--- config.mk ---
export PLATFORM = sky130hd
export DESIGN_NAME = omw_queue
export DESIGN_NICKNAME = d
export VERILOG_FILES = /design/src/omw_pkg.sv /design/src/omw_queue.sv
export SDC_FILE = /design/constraint.sdc
export NUM_CORES = 1
export LEC_CHECK = 0
export BUFFER_PORTS_ARGS = -buffer_cell sky130_fd_sc_hd__buf_2
export CAP_MARGIN = 20
export CORE_ASPECT_RATIO = 1.75
export CORE_MARGIN = 2
export CORE_UTILIZATION = 54
export CTS_BUF_LIST = sky130_fd_sc_hd__clkbuf_4 sky130_fd_sc_hd__clkbuf_8 sky130_fd_sc_hd__clkbuf_16
export DETAILED_ROUTE_END_ITERATION = 7
export PLACE_DENSITY = 0.75
export SYNTH_ARGS = -nofsm -noshare
export SYNTH_HDL_FRONTEND = slang
export SYNTH_SLANG_ARGS = --single-unit
--- constraint.sdc ---
create_clock -name clk -period 3.9 [get_ports clk]
set_input_delay 1.17 -clock clk [delete_from_list [all_inputs] [get_ports clk]]
set_output_delay 1.17 -clock clk [all_outputs]
set_load 0.01 [all_outputs]
--- src/omw_pkg.sv ---
// Shared types, widths and the heading-to-trig table for the omni wheel mixer.
// No dependencies; every other file imports this package.
package omw_pkg;

  localparam int ANGLE_STEPS    = 360;
  localparam int TRIG_FRAC_BITS = 15;
  localparam int TRIG_W         = TRIG_FRAC_BITS + 2;   // signed cos/sin
  localparam int HEAD_W         = 9;
  localparam int MS_W           = 14;
  localparam int PCT_W          = 8;
  localparam int OUT_W          = 15;
  localparam int SRPM_W         = 16;
  localparam int RRPM_W         = 15;
  localparam int RATIO_W        = TRIG_W + 1;
  localparam int MAG_W          = TRIG_W;               // |a|+|b|
  localparam int NM_W           = 34;
  localparam int ABS_W          = 33;
  localparam int DIV_W          = 49;
  localparam int QBITS          = 14;
  localparam int PROD_W         = PCT_W + MS_W + 1;     // signed pct * max speed
  localparam int PMAG_W         = 22;
  // x / 100 == (x * PCT_RECIP) >> PCT_SHIFT for x < 2**PMAG_W
  localparam int PCT_SHIFT      = 29;
  localparam int RECIP_W        = 23;
  localparam logic [RECIP_W-1:0] PCT_RECIP = RECIP_W'(((64'd1 << PCT_SHIFT) + 99) / 100);
  localparam int HEAD_TBL_N     = 360;
  localparam logic [MS_W-1:0] MS_RESET = MS_W'(8000);

  typedef logic [2*TRIG_W-1:0] trig_word_t;
  typedef trig_word_t trig_tbl_t [HEAD_TBL_N];

  typedef struct packed {
    logic signed [TRIG_W-1:0] cs;
    logic signed [TRIG_W-1:0] sn;
    logic signed [SRPM_W-1:0] srpm;
    logic signed [RRPM_W-1:0] rrpm;
  } cmd_t;

  // Elaboration-time trig table, indexed by heading in degrees.
  function automatic trig_tbl_t build_trig();
    trig_tbl_t tbl;
    longint unsigned k, u, quad, rem, t, t2, term;
    longint s30, c30, s, c, lim, cs, sn;
    longint signed sum;
    lim = longint'(1) << TRIG_FRAC_BITS;
    for (int h = 0; h < HEAD_TBL_N; h++) begin
      k    = ((longint'(h) * ANGLE_STEPS * 2 + 360) / 720) % ANGLE_STEPS;
      u    = k * 4;
      quad = u / ANGLE_STEPS;
      rem  = u % ANGLE_STEPS;
      t    = (64'd1686629713 * rem + ANGLE_STEPS / 2) / ANGLE_STEPS;
      t2   = (t * t) >> 30;
      // sin series, divisors n*(n+1) for n = 2, 4 .. 14
      term = t;
      sum  = longint'(t);
      term = ((term * t2) >> 30) / 64'd6;   sum = sum - longint'(term);
      term = ((term * t2) >> 30) / 64'd20;  sum = sum + longint'(term);
      term = ((term * t2) >> 30) / 64'd42;  sum = sum - longint'(term);
      term = ((term * t2) >> 30) / 64'd72;  sum = sum + longint'(term);
      term = ((term * t2) >> 30) / 64'd110; sum = sum - longint'(term);
      term = ((term * t2) >> 30) / 64'd156; sum = sum + longint'(term);
      term = ((term * t2) >> 30) / 64'd210; sum = sum - longint'(term);
      if (sum < 0) sum = 0;
      if (sum > (longint'(1) << 30)) sum = longint'(1) << 30;
      s30  = sum;
      // cos series, divisors n*(n+1) for n = 1, 3 .. 13
      term = 64'd1 << 30;
      sum  = longint'(1) << 30;
      term = ((term * t2) >> 30) / 64'd2;   sum = sum - longint'(term);
      term = ((term * t2) >> 30) / 64'd12;  sum = sum + longint'(term);
      term = ((term * t2) >> 30) / 64'd30;  sum = sum - longint'(term);
      term = ((term * t2) >> 30) / 64'd56;  sum = sum + longint'(term);
      term = ((term * t2) >> 30) / 64'd90;  sum = sum - longint'(term);
      term = ((term * t2) >> 30) / 64'd132; sum = sum + longint'(term);
      term = ((term * t2) >> 30) / 64'd182; sum = sum - longint'(term);
      if (sum < 0) sum = 0;
      if (sum > (longint'(1) << 30)) sum = longint'(1) << 30;
      c30 = sum;
      s = (s30 + (longint'(1) << (29 - TRIG_FRAC_BITS))) >>> (30 - TRIG_FRAC_BITS);
      c = (c30 + (longint'(1) << (29 - TRIG_FRAC_BITS))) >>> (30 - TRIG_FRAC_BITS);
      if (s > lim) s = lim;
      if (c > lim) c = lim;
      case (quad & 3)
        0:       begin sn = s;  cs = c;  end
        1:       begin sn = c;  cs = -s; end
        2:       begin sn = -s; cs = -c; end
        default: begin sn = -c; cs = s;  end
      endcase
      tbl[h] = {TRIG_W'(cs), TRIG_W'(sn)};
    end
    return tbl;
  endfunction

  localparam trig_tbl_t TRIG_TBL = build_trig();

endpackage

--- src/omw_queue.sv ---
// Four-entry word queue between front and back ends.
// Depends on omw_pkg.
module omw_queue (
  input  logic          clk,
  input  logic          rst_n,
  input  logic          push,
  input  omw_pkg::cmd_t push_data,
  output logic          full,
  input  logic          pop_req,
  output logic          pop_valid,
  output omw_pkg::cmd_t pop_data
);
  import omw_pkg::*;

  cmd_t       mem_r [4];
  logic [1:0] wp_r, rp_r;
  logic [2:0] cnt_r;
  logic       pop, wr;

  always_comb begin
    full      = cnt_r == 3'd4;
    pop_valid = cnt_r != 3'd0;
    pop       = pop_req && pop_valid;
    wr        = push && !full;
    pop_data  = mem_r[rp_r];
  end

  always_ff @(posedge clk) begin
    if (!rst_n) begin
      wp_r  <= '0;
      rp_r  <= '0;
      cnt_r <= '0;
    end else begin
      if (wr) wp_r <= wp_r + 2'd1;
      if (pop) rp_r <= rp_r + 2'd1;
      cnt_r <= cnt_r + 3'(wr) - 3'(pop);
    end
  end

  always_ff @(posedge clk) begin
    if (wr) mem_r[wp_r] <= push_data;
  end

endmodule

# Word-level counts from Yosys, hierarchy flattened

Memory sizes are Yosys's and may differ from the RTL's. A register that Yosys moved wholly into a read port is not among the register bits.
Cells that the tools add are included.

Add/subtract/negate cells: 4
Equality and inequality tests: 1
Multiplexer cells: 4
Reduce and logical (&&, ||, !) cells: 4

Operator list:

| operator                                                       | count |
|---|---|
| 2-bit by 1-bit adder with 2-bit output (second input constant) | 2 |
| 2-bit 2-to-1 mux                                               | 2 |
| 3-bit by 1-bit adder with 3-bit output                         | 1 |
| 3-bit equality test (second input constant)                    | 1 |
| 3-bit nonzero test                                             | 1 |
| 3-bit by 1-bit subtractor with 3-bit output                    | 1 |
| 1-bit logical AND                                              | 2 |
| 1-bit 2-to-1 mux                                               | 2 |
| 1-bit zero test                                                | 1 |

Flip-flop bits (word level): 7
RAM bits: 260
Output and inout port bits: 67
Word-level logic and storage cells: 17
Memories kept: 1

Memory list:

| name  | depth | width | read ports | clocked after memory_dff | wr ports | RTL line        | text |
|---|---|---|---|---|---|---|---|
| mem_r | 4     | 65    | 1          | 1                        | 1        | omw_queue.sv:15 | `cmd_t mem_r [4];` |

# Longest topological paths before layout

Depth in word-level cells: 5
Mapped depth: 12

# Least setup slack after synthesis

No wires, ideal clock.

Kind: input port to flip-flop
From: input push
To: memory mem_r[0][0] in the netlist's numbering, enable pin
Library setup time: 430 ps
Arrival: 2984 ps
Required time: 3470 ps
Slack: 486 ps
Stages on the path: 3
Cell sequence: nor2b_1 > buf_2 > and2_1

Cells in the longest elaborated chain, start to end: 3

RTL lines:

| item                                   | RTL line        | text |
|---|---|---|
| start: declaration                     | omw_queue.sv:6  | `input logic push,` |
| 1-bit logical AND                      | omw_queue.sv:24 | `wr = push && !full;` |
| 1-bit 2-to-1 mux                       | omw_queue.sv:41 | `if (wr) mem_r[wp_r] <= push_data;` |
| 1-bit 2-to-1 mux (implied by the code) | omw_queue.sv:41 |  |
| end: declaration                       | omw_queue.sv:15 |  |

Every way passes these cells.

==> results by group <==
Synth
  – Register area share after synthesis: 80.67%
  – Cells after Synth: 387
  – Synth warn: 0
  – Cell area after synthesis: 9902 µm²
  – Seq cells post-synth: 269
  – Library cells used by synthesis: 20
  – Post-Syn Area per Cell: 25.59 µm²
  – Post-Synthesis Net Count: 463

Pwr
  – Switching Share: 24.84%
  – Peak VDD IR: 0.0004757 V
  – Lkg Pwr: 3.933 nW
  – Clock power frac: 30.9%
  – Int Pwr: 0.005725 W
  – Combinational group share of total power: 21.1%
  – Switch Pwr: 0.001892 W
  – Pwr dens: 653.0 nW/µm²
  – Sequential power share: 48.0%

CTS
  – CTS Buf Count: 23
  – TritonCTS Sinks: 269
  – Root Buffer: clkbuf_16
  – CTS tree: done
  – Post-CTS Setup Bufs: 0
  – Post-CTS sizing: 0
  – H-tree levels: 1
  – Clk Latency, worst-skew pair: 0.49 ns
  – Deepest clock path buffer count: 3
  – Reg clk slew, reported paths: 0.06 ns
  – Cts hold-fix bufs: 0

Global route
  – Global-route usage over all layers: 18.10%
  – Largest net degree at the start of global routing: 66
  – Gr ovfl total: 0
  – Global-route wire length before repair: 26570 µm
  – Vias in the first global route: 4877
  – Initial antenna violation count: 2

STA
  – Final hold vios: 0
  – Worst-case clock skew: 0.01249 ns
  – Hold WS: 0.5102 ns
  – Final setup fails: 0
  – Tmin final: 3.343 ns
  – Setup TNS: 0 ns
  – Unrepaired setup endpoints after global routing: no
  – Max-slew violations: 0
  – Final period util: 85.71%
  – Rel. slew slack: 62.68%
  – Fmax: 299.1 MHz
  – Slew @ Worst Pin: 0.5586 ns

Worst setup path
  – CP Capture Type: output port
  – Worst r2r path cells: 11
  – Crit path required time: 2.73 ns
  – Setup CP Type: flip-flop to output port
  – CP startpoint kind: flip-flop
  – Crit-path slowest cell: dfxtp_4
  – Crit-path max FO: 17
  – Worst-path cell chain: buf_4 > mux4_2 > buf_2
  – CP arrival: 2.17 ns
  – Crit-path max cell delay: 0.60 ns

Finish
  – Fin util: 64.90%
  – Final instance area: 11660 µm²
  – Fin nets: 615
  – Share of layout cells above drive strength 1: 45.95%
  – Most common cell after layout, fill and taps aside: edfxtp_1
  – Final Instance Count excl. Fillers: 791
  – Most frequent cells in the layout: edfxtp_1 (260), buf_2 (135), mux4_2 (65)
  – Area Growth Syn to Fin: 17.80%

Die
  – Core area: 17970 µm²
  – Die height: 183.1 µm
  – Starting density of the core: 55.09%
  – Rows: 65
  – Die area: 19480 µm²
  – I/O pin count: 136
  – Die width: 106.4 µm

Place
  – Placed Area: 10860 µm²
  – Placer Congestion: 0.6976
  – Placed insts: 748
  – Hpwl dp: 10490 µm
  – IO buf count: 135

Routing
  – Wire per inst: 21.71 µm
  – First DRT Iteration DRCs: 247
  – Final wirelength: 17170 µm
  – DR pass1 iterations: 6
  – Post-route ant nets: 0
  – Via density: 5.565
  – Vias: 4402
  – DR DRC count: 0

Outcome
  – Outcome: finished, final reports clean

Hold path
  – Hold path depth: 2
  – Worst hold path class: flip-flop to flip-flop

Flow run
  – Number of max-cap violations: 0
worst paths after layout:
| check | from | endpoint | slack (ns) |
|---|---|---|---|
| setup reg to reg | cnt_r[1] | cnt_r[2] | 1.25 |
| hold / removal | wp_r[0] | wp_r[0] | 0.51 |
| hold reg to reg | wp_r[0] | wp_r[0] | 0.51 |
| setup / recovery | flip-flop | pop_data[36] | 0.56 |
cell usage after synthesis:
cell / count / area [µm²]
ha_1: 6 / 75.07
o311ai_1: 1 / 8.760
edfxtp_1: 260 / 7807
dfxtp_1: 9 / 180.2
fa_1: 1 / 20.02
buf_4: 1 / 7.510
or3_1: 1 / 6.260
buf_12: 5 / 100.1
inv_1: 5 / 18.77
mux4_2: 65 / 1464
nand2_1: 4 / 15.01
and2_1: 7 / 43.79
buf_2: 7 / 35.03
clkbuf_1: 2 / 7.510
buf_6: 1 / 11.26
nor2b_1: 4 / 25.02
o31a_1: 1 / 8.760
mux2i_1: 2 / 20.02
xnor2_1: 4 / 35.03
nor3b_2: 1 / 12.51
stage by stage:
| stage | total power (W) | worst slack [ns] |
|---|---|---|
| after floorplan | 0.004805 | 0.4863 |
| after global placement | 0.005294 | 0.7412 |
| after detailed placement | 0.005369 | 0.5430 |
| after CTS | 0.007720 | 0.4963 |
| after global routing | 0.007944 | 0.4172 |
| final | 0.007617 | 0.5572 |
routing by layer:
metal	global-route usage, %	wire, µm	share of wire (%)	up-vias
met5	0	13	0.076	-
met4	5.684	418	2.4	2
met3	3.589	882	5.1	30
met2	32.72	9497	55	110
met1	21.82	6361	37	2312
li1	-	-	-	1948
flip-flops by register name (all words and copies together), names as in the netlist, named ones only:
signal	flops
wp_r	2
rp_r	2
mem_r	260
cnt_r	3
logic make-up (layout without fill, tap and decap cells):
group,count (synthesis),after routing,synth area share (%)
other,0,2,0
flip-flops,269,269,80.67
multiplexers,67,67,14.99
buffers and inverters,21,189,1.820
AND/OR/NAND/NOR,17,17,1.036
adder cells (fa/ha/maj),7,7,0.9603
XOR/XNOR,4,4,0.3538
AO/OA/AOI/OAI,2,2,0.1769
power groups by stage:
stage / sequential (W) / combinational (W) / clock (W)
floorplan: 0.00364 / 0.00117 / 0
global placement: 0.00370 / 0.00160 / 0
detailed placement: 0.00373 / 0.00164 / 0
CTS: 0.00366 / 0.00165 / 0.00240
global route: 0.00369 / 0.00174 / 0.00252
finish: 0.00366 / 0.00160 / 0.00236
cell type report:
class                           instances  area [µm²]
Clock inverter                         12       165.2
Multi-Input combinational cell         97        1744
Inverter                                5       18.77
Timing Repair Buffer                  143       810.8
Clock buffer                           29       633.1
Fill cell                            1168        6309
Tap cell                              234       292.8
Antenna cell                            2       5.005
Sequential cell                       269        7995
critical path, delay by kind of cell (launching register included):
| family | cells | cell delay (ns) |
|---|---|---|
| flops | 1 | 0.60 |
| mux | 1 | 0.57 |
| buf+inv | 2 | 0.51 |
Note: power is estimated with default switching activity, not from simulation.
